## config.mk

```make
export PLATFORM = sky130hd
export DESIGN_NAME = tga_rle_pixel_decoder_top
export DESIGN_NICKNAME = d
export VERILOG_FILES = /design/src/trpd_pkg.sv /design/src/tga_rle_pixel_decoder_top.sv
export SDC_FILE = /design/constraint.sdc
export NUM_CORES = 1
export LEC_CHECK = 0
export ABC_AREA = 1
export ABC_CLOCK_PERIOD_IN_PS = 4800
export BUFFER_PORTS_ARGS = -buffer_cell sky130_fd_sc_hd__buf_2
export CORE_UTILIZATION = 25
export DETAILED_ROUTE_END_ITERATION = 16
export GPL_TIMING_DRIVEN = 0
export MAX_ROUTING_LAYER = met4
export SYNTH_ARGS = -nofsm -noshare
export SYNTH_HDL_FRONTEND = slang
export SYNTH_SLANG_ARGS = --single-unit
```

## constraint.sdc

```tcl
create_clock -name clk_i -period 4.8 [get_ports clk_i]
set_input_delay 0 -clock clk_i [delete_from_list [all_inputs] [get_ports clk_i]]
set_output_delay 0 -clock clk_i [all_outputs]
set_load 0.05 [all_outputs]
```

## src/trpd_pkg.sv

```systemverilog
// shared constants and types of the tga rle pixel decoder
`default_nettype none

package trpd_pkg;

  // default width of the image pixel counter
  localparam int unsigned CountWidthDef = 30;

  localparam int unsigned ByteW    = 8;
  localparam int unsigned RunW     = 8;
  localparam int unsigned TotalW   = 30;
  localparam int unsigned CfgIdxW  = 2;
  localparam int unsigned CfgDataW = 30;
  localparam int unsigned GatherW  = 24;
  localparam int unsigned OutDataW = 40;

  // configuration register indexes
  typedef enum logic [CfgIdxW-1:0] {
    REG_RLE_ENABLE  = 2'd0,
    REG_PIXEL_BYTES = 2'd1,
    REG_ALPHA_USED  = 2'd2,
    REG_PIXEL_TOTAL = 2'd3
  } cfg_reg_e;

  localparam logic [2:0]       PixBytes24    = 3'd3;
  localparam logic [2:0]       PixBytesRst   = 3'd4;
  localparam int unsigned      RepeatBit     = 7;
  localparam logic [ByteW-1:0] Opaque        = 8'hFF;
  localparam logic [RunW-1:0]  MaxRun        = 8'd128;
  localparam logic [1:0]       LastByteWide  = 2'd3;
  localparam logic [1:0]       LastByteNarrow = 2'd2;

endpackage

`default_nettype wire

```

## src/tga_rle_pixel_decoder_top.sv

```systemverilog
// top level of the tga rle pixel decoder
//
// takes image-data bytes of a truecolor tga on the slave stream (one byte per
// word) and returns decoded rgba pixels on the master stream. in rle mode a
// header byte opens each packet: bit 7 marks a repeat packet, bits 6..0 plus
// one give its pixel count. a repeat packet returns one word carrying the
// clipped run length, a literal packet one word per pixel with run length 1.
// raw mode has no headers. master tlast marks the word that completes the
// image, after which the next byte starts a new image.
// throughput: one byte per cycle, sustained while the receiver takes every
// word, set by the single state update per byte. the pixel word is loaded
// into the output register as its last byte is accepted and can be taken
// in the following cycle.
// when the receiver stalls, the output register holds its word and
// s_axis_tready stays low until that word is taken, so no byte is accepted
// meanwhile, even one that would not complete a pixel.
// reset empties the output register, restores the register defaults (raw,
// 32-bit, alpha used, zero pixels) and waits for a header. writing
// pixel_total also aborts the image in progress. configuration must be
// written only while no work is outstanding; the block does not enforce it.
`default_nettype none

module tga_rle_pixel_decoder_top
  import trpd_pkg::*;
#(
  parameter int unsigned COUNT_WIDTH = CountWidthDef
) (
  input  wire logic                clk_i,
  input  wire logic                rst_ni,
  // configuration write port
  input  wire logic                cfg_we_i,
  input  wire logic [CfgIdxW-1:0]  cfg_addr_i,
  input  wire logic [CfgDataW-1:0] cfg_wdata_i,
  // byte stream in
  input  wire logic                s_axis_tvalid,
  output logic                     s_axis_tready,
  input  wire logic [ByteW-1:0]    s_axis_tdata,   // data_byte
  // pixel stream out
  output logic                     m_axis_tvalid,
  input  wire logic                m_axis_tready,
  output logic [OutDataW-1:0]      m_axis_tdata,   // red, green, blue, alpha, run_length
  output logic                     m_axis_tlast    // image_end
);

  localparam int unsigned CW = COUNT_WIDTH;

  // configuration registers
  logic              rle_q;
  logic [2:0]        pix_bytes_q;
  logic              alpha_used_q;
  logic [TotalW-1:0] pixel_total_q;

  // decoder state
  logic               expect_hdr_q, expect_hdr_d;
  logic               repeat_q, repeat_d;
  logic [RunW-1:0]    pkt_left_q, pkt_left_d;
  logic [1:0]         bytepos_q, bytepos_d;
  logic [GatherW-1:0] gather_q, gather_d;
  logic [CW-1:0]      img_left_q, img_left_d;

  // output register
  logic                m_valid_q, m_valid_d;
  logic [OutDataW-1:0] m_data_q, m_data_d;
  logic                m_last_q, m_last_d;

  logic          s_accept;
  logic          cfg_clear;
  logic          wide;
  logic [1:0]    last_pos;
  logic [31:0]   total_ext;
  logic [CW-1:0] total_load;
  logic [CW-1:0] img_load;
  logic [CW-1:0] img_cur;
  logic [CW-1:0] img_new;
  logic [RunW-1:0] hdr_count;
  logic [RunW-1:0] hdr_count_clip;
  logic [RunW-1:0] run_raw;
  logic [RunW-1:0] run_clip;
  logic [RunW-1:0] pkt_new;
  logic [ByteW-1:0] alpha_c;
  logic [GatherW-1:0] gather_upd;
  logic          pix_done;

  assign s_accept      = s_axis_tvalid && s_axis_tready;
  assign s_axis_tready = !m_valid_q || m_axis_tready;
  assign m_axis_tvalid = m_valid_q;
  assign m_axis_tdata  = m_data_q;
  assign m_axis_tlast  = m_last_q;

  assign cfg_clear = cfg_we_i && (cfg_reg_e'(cfg_addr_i) == REG_PIXEL_TOTAL);

  assign wide     = pix_bytes_q != PixBytes24;
  assign last_pos = wide ? LastByteWide : LastByteNarrow;

  // pixel total truncated or zero-extended to the counter width
  assign total_ext  = {{(32-TotalW){1'b0}}, pixel_total_q};
  assign total_load = total_ext[CW-1:0];
  assign img_load   = (img_left_q == '0) ? total_load : img_left_q;
  // a raw pixel's first byte may open a new image
  assign img_cur    = (!rle_q && bytepos_q == 2'd0) ? img_load : img_left_q;

  // header count, clipped to what remains of the image
  assign hdr_count      = {1'b0, s_axis_tdata[RepeatBit-1:0]} + 8'd1;
  assign hdr_count_clip = (CW'(hdr_count) > img_load) ? img_load[RunW-1:0] : hdr_count;

  // byte slot update of the gathered pixel
  always_comb begin
    gather_upd = gather_q;
    unique case (bytepos_q)
      2'd0:    gather_upd[7:0]   = s_axis_tdata;
      2'd1:    gather_upd[15:8]  = s_axis_tdata;
      2'd2:    gather_upd[23:16] = s_axis_tdata;
      default: gather_upd        = gather_q;
    endcase
  end

  // completed pixel: run length, remaining counts
  assign pix_done = bytepos_q >= last_pos;
  assign run_raw  = (rle_q && repeat_q) ? pkt_left_q : 8'd1;
  assign run_clip = (CW'(run_raw) > img_cur) ? img_cur[RunW-1:0] : run_raw;
  assign img_new  = img_cur - CW'(run_clip);
  assign alpha_c  = (wide && alpha_used_q) ? s_axis_tdata : Opaque;

  always_comb begin
    pkt_new = pkt_left_q;
    if (rle_q && repeat_q) begin
      pkt_new = '0;
    end else if (rle_q && pkt_left_q != '0) begin
      pkt_new = pkt_left_q - 8'd1;
    end
  end

  always_comb begin
    expect_hdr_d = expect_hdr_q;
    repeat_d     = repeat_q;
    pkt_left_d   = pkt_left_q;
    bytepos_d    = bytepos_q;
    gather_d     = gather_q;
    img_left_d   = img_left_q;
    m_valid_d    = m_valid_q && !m_axis_tready;
    m_data_d     = m_data_q;
    m_last_d     = m_last_q;

    if (s_accept) begin
      if (rle_q && expect_hdr_q) begin
        // packet header; an empty image drops it
        if (img_load != '0) begin
          img_left_d   = img_load;
          pkt_left_d   = hdr_count_clip;
          repeat_d     = s_axis_tdata[RepeatBit];
          expect_hdr_d = 1'b0;
          bytepos_d    = 2'd0;
        end
      end else if (!(!rle_q && bytepos_q == 2'd0 && img_load == '0)) begin
        gather_d   = gather_upd;
        img_left_d = img_cur;
        if (!pix_done) begin
          bytepos_d = bytepos_q + 2'd1;
        end else begin
          bytepos_d  = 2'd0;
          img_left_d = img_new;
          pkt_left_d = pkt_new;
          if (rle_q && (pkt_new == '0 || img_new == '0)) begin
            pkt_left_d   = '0;
            expect_hdr_d = 1'b1;
          end
          m_valid_d = 1'b1;
          m_data_d  = {run_clip, alpha_c, gather_upd[7:0], gather_upd[15:8],
                       gather_upd[23:16]};
          m_last_d  = img_new == '0;
        end
      end
    end

    // a new pixel total aborts the image in progress
    if (cfg_clear) begin
      expect_hdr_d = 1'b1;
      repeat_d     = 1'b0;
      pkt_left_d   = '0;
      bytepos_d    = 2'd0;
      gather_d     = '0;
      img_left_d   = '0;
    end
  end

  // configuration registers
  always_ff @(posedge clk_i or negedge rst_ni) begin
    if (!rst_ni) begin
      rle_q         <= 1'b0;
      pix_bytes_q   <= PixBytesRst;
      alpha_used_q  <= 1'b1;
      pixel_total_q <= '0;
    end else if (cfg_we_i) begin
      unique case (cfg_reg_e'(cfg_addr_i))
        REG_RLE_ENABLE:  rle_q         <= cfg_wdata_i[0];
        REG_PIXEL_BYTES: pix_bytes_q   <= cfg_wdata_i[2:0];
        REG_ALPHA_USED:  alpha_used_q  <= cfg_wdata_i[0];
        REG_PIXEL_TOTAL: pixel_total_q <= cfg_wdata_i[TotalW-1:0];
        default:         rle_q         <= rle_q;
      endcase
    end
  end

  // decoder state and output valid
  always_ff @(posedge clk_i or negedge rst_ni) begin
    if (!rst_ni) begin
      expect_hdr_q <= 1'b1;
      repeat_q     <= 1'b0;
      pkt_left_q   <= '0;
      bytepos_q    <= 2'd0;
      gather_q     <= '0;
      img_left_q   <= '0;
      m_valid_q    <= 1'b0;
    end else begin
      expect_hdr_q <= expect_hdr_d;
      repeat_q     <= repeat_d;
      pkt_left_q   <= pkt_left_d;
      bytepos_q    <= bytepos_d;
      gather_q     <= gather_d;
      img_left_q   <= img_left_d;
      m_valid_q    <= m_valid_d;
    end
  end

  // output payload
  always_ff @(posedge clk_i) begin
    m_data_q <= m_data_d;
    m_last_q <= m_last_d;
  end

`ifndef SYNTHESIS
  // a packet never holds more than 128 pixels
  assert property (@(posedge clk_i) disable iff (!rst_ni) pkt_left_q <= MaxRun)
    else $error("packet pixel count above 128");

  // run length on the output stays within one packet
  assert property (@(posedge clk_i) disable iff (!rst_ni)
    m_axis_tvalid |-> m_axis_tdata[OutDataW-1 -: RunW] <= MaxRun)
    else $error("run length above 128");

  // in rle mode the pixel that ends the image leaves the decoder awaiting a header
  assert property (@(posedge clk_i) disable iff (!rst_ni)
    (s_accept && !cfg_clear && rle_q && !expect_hdr_q && pix_done && img_new == '0)
      |=> expect_hdr_q)
    else $error("header not expected after image end");
`endif

endmodule

`default_nettype wire

```

==> Yosys cells after proc, flatten, opt, wreduce, memory -nomap -nowiden <==
Index checks and enable logic that the tools add are counted.
{ "word_totals": {"output_inout_bits": 43, "elab_cells": 120, "reg_bits": 143, "input_bits": 45} }
{ "op_classes": {"order_cmp": 3, "eq_ne": 10, "n_addsub": 4, "mux": 49, "reduce_logical": 38, "bitwise": 2} }
{ "op_table": {"columns": ["op", "n"], "rows": [
  ["2-to-1 mux 30 bit", 8],
  ["2-to-1 mux 8 bit", 15],
  ["2-to-1 mux 24 bit", 4],
  ["zero test 30 bit", 3],
  ["greater-than comparator 8 x 30 -> 1 bit", 2],
  ["nonzero test 30 bit", 1],
  ["subtractor 30 x 8 -> 30 bit", 1],
  ["2-to-1 mux 1 bit", 16],
  ["2-to-1 mux 2 bit", 6],
  ["logical AND 1 bit", 10],
  ["AND reduction 3 bit", 3],
  ["adder 7 x 1 -> 8 bit, second input constant", 1],
  ["zero test 8 bit", 1],
  ["AND reduction 2 bit", 4],
  ["AND reduction 4 bit", 2],
  ["nonzero test 8 bit", 1],
  ["subtractor 8 x 1 -> 8 bit, second input constant", 1],
  ["equality test 2 bit, second input constant", 3],
  ["!= test 3 x 2 -> 1 bit, second input constant", 2],
  ["nonzero test 2 bit", 3],
  ["nonzero test 3 bit", 2],
  ["AND reduction 5 bit", 1],
  ["equality test 2 x 1 -> 1 bit, second input constant", 2],
  ["zero test 2 bit", 2],
  ["other kinds (7)", 12]
]} }

==> Longest topological paths before layout <==
{ "depth": {"ltp_word": 15, "depth_mapped": 41, "mapped_depth_nobuf": 40} }

==> Least setup slack after synthesis <==
No wires, ideal clock.
{ "synth_path": {"kind": "register -> register", "from": "register bytepos_q[0]", "to": "register expect_hdr_q", "setup_ps": 76, "n_path_buf": 2, "t_required_ps": 4724, "t_arrival_ps": 5082, "period_less_slack_ps": 5157, "stages_incl_launch_ff": 38, "setup_slack_ps": -357, "path_cell_list": "dfrtp_1 -> inv_1 -> ha_1 -> inv_2 -> nor2_4 -> inv_4 -> buf_2 -> o21ai_0 -> inv_1 -> ha_1 -> inv_1 -> o21bai_1 -> a211oi_1 -> o21ai_1 -> nand2_1 -> buf_2 -> nand2_1 -> o21ai_0 -> (+2 left out) -> nand3_1 -> a21oi_1 -> o21ai_0 -> o21ai_0 -> xnor2_1 -> nand2_1 -> nor2_1 -> nand3_1 -> nor2_1 -> nand2_1 -> nor2_1 -> nand3_1 -> nand2_2 -> nand2_4 -> nand2_2 -> nand2_1 -> nand2_1 -> nand2_1"} }
{ "synth_between": {"elab_chain_len": 11, "elab_cells_between_ends": 15, "classes_between": "add/sub (1); order compare (2); eq/ne (1); mux (2); reduce/logical (9)"} }
{ "synth_rtl": {"columns": ["item", "line", "rtl"], "rows": [
  ["from (decl)", "tga_rle_pixel_decoder_top.sv:57", "logic [1:0] bytepos_q, bytepos_d;"],
  ["from (signal assigned)", "tga_rle_pixel_decoder_top.sv:218", "bytepos_q <= bytepos_d;"],
  ["zero test 2 bit (*)", "tga_rle_pixel_decoder_top.sv:100", "assign img_cur = (!rle_q && bytepos_q == 2'd0) ? img_load : img_left_q;"],
  ["logical AND 1 bit (*)", "tga_rle_pixel_decoder_top.sv:100", null],
  ["2-to-1 mux 30 bit (*)", "tga_rle_pixel_decoder_top.sv:100", null],
  ["greater-than comparator 8 x 30 -> 1 bit", "tga_rle_pixel_decoder_top.sv:120", "assign run_clip = (CW'(run_raw) > img_cur) ? img_cur[RunW-1:0] : run_raw;"],
  ["2-to-1 mux 8 bit (*)", "tga_rle_pixel_decoder_top.sv:120", null],
  ["named net run_clip[1]", "tga_rle_pixel_decoder_top.sv:78", "logic [RunW-1:0] run_clip;"],
  ["subtractor 30 x 8 -> 30 bit (*)", "tga_rle_pixel_decoder_top.sv:121", "assign img_new = img_cur - CW'(run_clip);"],
  ["zero test 30 bit (*)", "tga_rle_pixel_decoder_top.sv:163", "if (rle_q && (pkt_new == '0 || img_new == '0)) begin"],
  ["logical OR 1 bit (*)", "tga_rle_pixel_decoder_top.sv:163", null],
  ["logical AND 1 bit (*)", "tga_rle_pixel_decoder_top.sv:163", null],
  ["nonzero test 3 bit (no line) (*)", null, null],
  ["AND reduction 5 bit (no line) (*)", null, null],
  ["to (signal assigned)", "tga_rle_pixel_decoder_top.sv:215", "expect_hdr_q <= expect_hdr_d;"],
  ["to (decl)", "tga_rle_pixel_decoder_top.sv:54", "logic expect_hdr_q, expect_hdr_d;"]
]} }
The timed path passes the listed nets; every way through them passes the cells marked *.
A chain may end at the register's enable or synchronous reset.

==> Worst setup path after layout <==
{ "layout_path": {"from": "register img_left_q[27]", "to": "register expect_hdr_q"} }
{ "layout_between": {"elab_chain_len": 11, "elab_cells_between_ends": 16, "classes_between": "add/sub (1); order compare (1); eq/ne (2); mux (3); reduce/logical (9)"} }
{ "layout_rtl": {"columns": ["item", "line", "rtl"], "rows": [
  ["from (decl)", "tga_rle_pixel_decoder_top.sv:59", "logic [CW-1:0] img_left_q, img_left_d;"],
  ["from (signal assigned)", "tga_rle_pixel_decoder_top.sv:220", "img_left_q <= img_left_d;"],
  ["zero test 30 bit", "tga_rle_pixel_decoder_top.sv:98", "assign img_load = (img_left_q == '0) ? total_load : img_left_q;"],
  ["2-to-1 mux 30 bit", "tga_rle_pixel_decoder_top.sv:98", null],
  ["2-to-1 mux 30 bit (*)", "tga_rle_pixel_decoder_top.sv:100", null],
  ["greater-than comparator 8 x 30 -> 1 bit", "tga_rle_pixel_decoder_top.sv:120", null],
  ["2-to-1 mux 8 bit (*)", "tga_rle_pixel_decoder_top.sv:120", null],
  ["named net run_clip[0]", "tga_rle_pixel_decoder_top.sv:78", null],
  ["subtractor 30 x 8 -> 30 bit (*)", "tga_rle_pixel_decoder_top.sv:121", null],
  ["zero test 30 bit (*)", "tga_rle_pixel_decoder_top.sv:163", null],
  ["logical OR 1 bit (*)", "tga_rle_pixel_decoder_top.sv:163", null],
  ["logical AND 1 bit (*)", "tga_rle_pixel_decoder_top.sv:163", null],
  ["nonzero test 3 bit (no line) (*)", null, null],
  ["AND reduction 5 bit (no line) (*)", null, null]
]} }
Marks and branches as above.

==> impl_results.md <==
- Status: finished with violations
- Failing checks: negative setup slack
- Top_reg_cell synth: dfrtp_1
- Total track usage: 0.1881
- CP Capture Type: flop
- Core Util, Final: 0.3479
- Synth Area in Simple Gates: 0.2910
- Ports: 88
- Period utilization: 1.130
- Worst-path clk slew: 0.08 ns
- P_leak: 5.670 nW
- Clk_skew: 0.01314 ns
- Port Buffer Count: 85
- Max-cap violations: 0
- Arrival time worst endpoint: 5.80 ns
- Avg WL per Cell: 17.37 um
- Synth Area in Adders: 0.03871
- Rows: 70
- Fraction of final layout cells sized beyond drive strength 1: 0.2452
- Vias: 9849
- Total wire length: 34420 um
- Final RePlAce weighted congestion: 0.9736
- Number of fillers in the final layout: 3784
- DRT Pass-1 Iters: 7
- Top delay family on crit path: simple AND/OR/NAND/NOR gates
- Met1 usage: 0.2294
- Die height: 194.3 um
- Netlist Area Pre-Place: 9245 um2
- Library cells used by synthesis: 50
- Vias in the first global route: 9644
- Detailed Place HPWL: 25040 um
- Syn avg cell area: 7.217 um2
- Synthesized flop and latch total: 143
- Startpoint Class: flop
- Largest net degree at the start of global routing: 62
- GR Util met2: 0.3076
- Category of the most critical setup path: flop to flop
- Achievable frequency: 184.4 MHz
- GRT Max-Usage Layer: met2
- Sequential area share after synthesis: 0.4097
- Clock buffer depth: 2
- Mux cell area share after synthesis: 0
- CP most frequent cell: nand2_1
- Initial antenna violation count: 0
- Largest fanout on the critical path: 5
- GRT met3 Usage: 0.03297
- Starting Density: 0.2531
- H-tree Lvls: 4
- Area used by multi-input combinational logic: 5401 um2
- Final setup viols: 19
- Required time of the critical path: 5.17 ns
- Drt via density: 4.972
- Mapped Cells: 1281
- Ant diodes: 0
- Slew Limit Fails: 0
- XOR/XNOR Fraction of Synth Area: 0.01313
- First DRT Iteration DRCs: 864
- Gr ovfl total: 0
- Clock Latency Late Sink: 0.45 ns
- Post-synth EDFFs: 41
- Worst slew pin tran: 1.135 ns
- WP buf/inv: 4
- Largest family of logic cells by synthesized area: simple AND/OR/NAND/NOR gates
- Type of the most critical hold path: input port to flop
- Synth warn: 0
- CTS root buf: clkbuf_16
- Die area: 37750 um2
- Worst setup margin: -0.6239 ns
- CTS Buf Count: 17
- Area Overhead vs Synth: 37.43%
- Final hold vios: 0
- Hold WS: 0.01318 ns
- Register area: 3789 um2
- Syn_nets: 1354
- Async SR Flop Fraction: 0.7133
- Routed Antenna Nets: 0
- Compound-Gate Fraction of Synth Area: 0.1605
- Power Density: 612.8 nW/um2
- TritonCTS clock tree: yes
- RSZ-0062 raised after global routing: true
- Critical-path top delay cell: dfrtp_1
- VDD IR max: 0.3520 mV
- Core Area: 36520 um2
- Slowest stage delay, CP: 0.42 ns
- Minimum clock period: 5.424 ns
- Clock sink count: 143
- Die Wd: 194.3 um
- Drt drc: 0
- Slew HR: 0.2407
- Final #Nets: 1573
- First-pass GRT wire length: 53190 um
-- stage by stage --
| step | area [um2] | total power, mW | std cells | setup slack (ns) | TNS, ns |
|---|---|---|---|---|---|
| after floorplan | 9275 | 4.271 | 1281 | 0.01005 | 0 |
| after global placement | 10290 | 5.210 | 1834 | -1.471 | -60.10 |
| after detailed placement | 10350 | 5.269 | 1836 | -1.533 | -31.00 |
| after CTS | 12100 | 7.218 | 1954 | -0.5259 | -5.184 |
| after global routing | 12710 | 8.313 | 1981 | -0.8850 | -12.70 |
| final | 12710 | 7.786 | 1981 | -0.6239 | -6.718 |
-- path summary, 6_finish.rpt --
| path | start | to | slack, ns | cells past startpoint |
|---|---|---|---|---|
| max in group asynchronous | rst_ni | alpha_used_q | 4.04 | 3 |
| max | img_left_q[27] | expect_hdr_q | -0.62 | 39 |
| min reg2reg | expect_hdr_q | expect_hdr_q | 0.47 | 2 |
| min | s_axis_tdata[0] | m_axis_tdata[24] | 0.01 | 3 |
| max reg2reg | img_left_q[27] | expect_hdr_q | -0.62 | 39 |
| min in group asynchronous | rst_ni | pixel_total_q[24] | 0.04 | 2 |
-- sequential cells by signal (all words and copies together) (netlist names), 2 cells and up --
signal	flops
bytepos_q	2
pkt_left_q	8
img_left_q	30
pixel_total_q	30
pix_bytes_q	3
gather_q	24
m_axis_tdata	40
-- per-layer routing --
metal,up-vias,wire (um)
met5,-,0
met4,0,1132
met3,70,2357
met1,4697,14530
met2,392,16390
li1,4690,-
-- where the power goes --
group | internal, mW | leakage, nW | switching [mW] | total, mW
Combinational | 1.62 | 3.74 | 2.90 | 4.53
Sequential | 1.66 | 1.64 | 0.214 | 1.88
Clock | 0.709 | 0.291 | 0.674 | 1.38
Total | 3.99 | 5.67 | 3.79 | 7.79
-- cell usage after synthesis (3+ instances only) --
master | n | area (um2)
nor4_1 | 7 | 43.79
nand3_1 | 79 | 395.4
clkbuf_1 | 28 | 105.1
buf_6 | 5 | 56.30
o211ai_1 | 10 | 75.07
o21bai_1 | 4 | 30.03
o21bai_2 | 4 | 45.04
nor2_2 | 5 | 31.28
a22oi_1 | 4 | 30.03
edfxtp_1 | 41 | 1231
o22ai_1 | 4 | 25.02
buf_2 | 8 | 40.04
a211oi_1 | 7 | 52.55
nand4_1 | 15 | 93.84
nand2_1 | 383 | 1438
o221ai_1 | 11 | 96.34
inv_1 | 149 | 559.3
a21oi_1 | 52 | 260.3
a31oi_1 | 20 | 125.1
dfstp_2 | 3 | 78.83
inv_2 | 5 | 18.77
o21ai_2 | 4 | 35.03
dfrtp_1 | 99 | 2477
a21boi_1 | 8 | 60.06
nand3b_1 | 3 | 22.52
o21ai_0 | 87 | 435.4
nor2_1 | 131 | 491.7
and2_1 | 3 | 18.77
xnor2_1 | 3 | 26.28
nand2_2 | 6 | 37.54
o21ai_1 | 27 | 135.1
ha_1 | 27 | 337.8
nor3_1 | 9 | 45.04
xor2_1 | 9 | 78.83
-- worst min-delay path, stage by stage --
cell and delay, ns:
buf_2 0.20, inv_1 0.08, nand2_1 0.07
-- kinds of logic (layout without fill, tap and decap cells) --
family          after synthesis  in the layout
simple gates                648            649
compound gates              250            250
flops                       143            143
xor+xnor                     13             13
buf+inv                     199            430
fa+ha+maj                    28             28
-- layout make-up --
cell class	instances	area share
Sequential cell	143	0.2982
Clock buffer	17	0.03348
Timing Repair Buffer	199	0.1155
Tap cell	468	0.04609
Multi-Input combinational cell	940	0.4251
Buffer	43	0.01989
Inverter	156	0.04668
Clock inverter	15	0.01507
-- cell usage in the layout (no fill, tap or decap), types with 5 or more instances in the layout --
| master | Yosys | routed |
|---|---|---|
| a211oi_2 | 0 | 6 |
| a21boi_1 | 8 | 8 |
| a21oi_1 | 52 | 45 |
| a21oi_2 | 0 | 5 |
| a31oi_1 | 20 | 14 |
| buf_2 | 8 | 90 |
| buf_4 | 2 | 59 |
| buf_6 | 5 | 16 |
| clkbuf_1 | 28 | 27 |
| clkbuf_16 | 0 | 17 |
| clkinv_8 | 0 | 6 |
| dfrtp_1 | 99 | 98 |
| dlygate4sd3_1 | 0 | 44 |
| edfxtp_1 | 41 | 41 |
| ha_1 | 27 | 18 |
| ha_4 | 0 | 7 |
| inv_1 | 149 | 138 |
| inv_2 | 5 | 15 |
| nand2_1 | 383 | 351 |
| nand2_2 | 6 | 32 |
| nand2_4 | 2 | 9 |
| nand3_1 | 79 | 71 |
| nand3_2 | 0 | 6 |
| nand4_1 | 15 | 15 |
| nor2_1 | 131 | 109 |
| nor2_2 | 5 | 13 |
| nor2_4 | 2 | 16 |
| nor3_1 | 9 | 7 |
| nor4_1 | 7 | 6 |
| o211ai_1 | 10 | 10 |
| o21ai_0 | 87 | 70 |
| o21ai_1 | 27 | 25 |
| o21ai_2 | 4 | 14 |
| o21ai_4 | 0 | 9 |
| o221ai_1 | 11 | 11 |
| xor2_1 | 9 | 7 |
-- repair_timing --
item | 4_1_cts | 5_1_grt
buffers inserted | 42 | 26
hold endpoints to repair | 144 | 0
cloned | 1 | 1
pin swaps | 42 | 70
hold buffers | 44 | 0
endpoints found under the setup margin | 35 | 32
resized for setup | 94 | 99
Note: power is estimated with default switching activity, not from simulation.
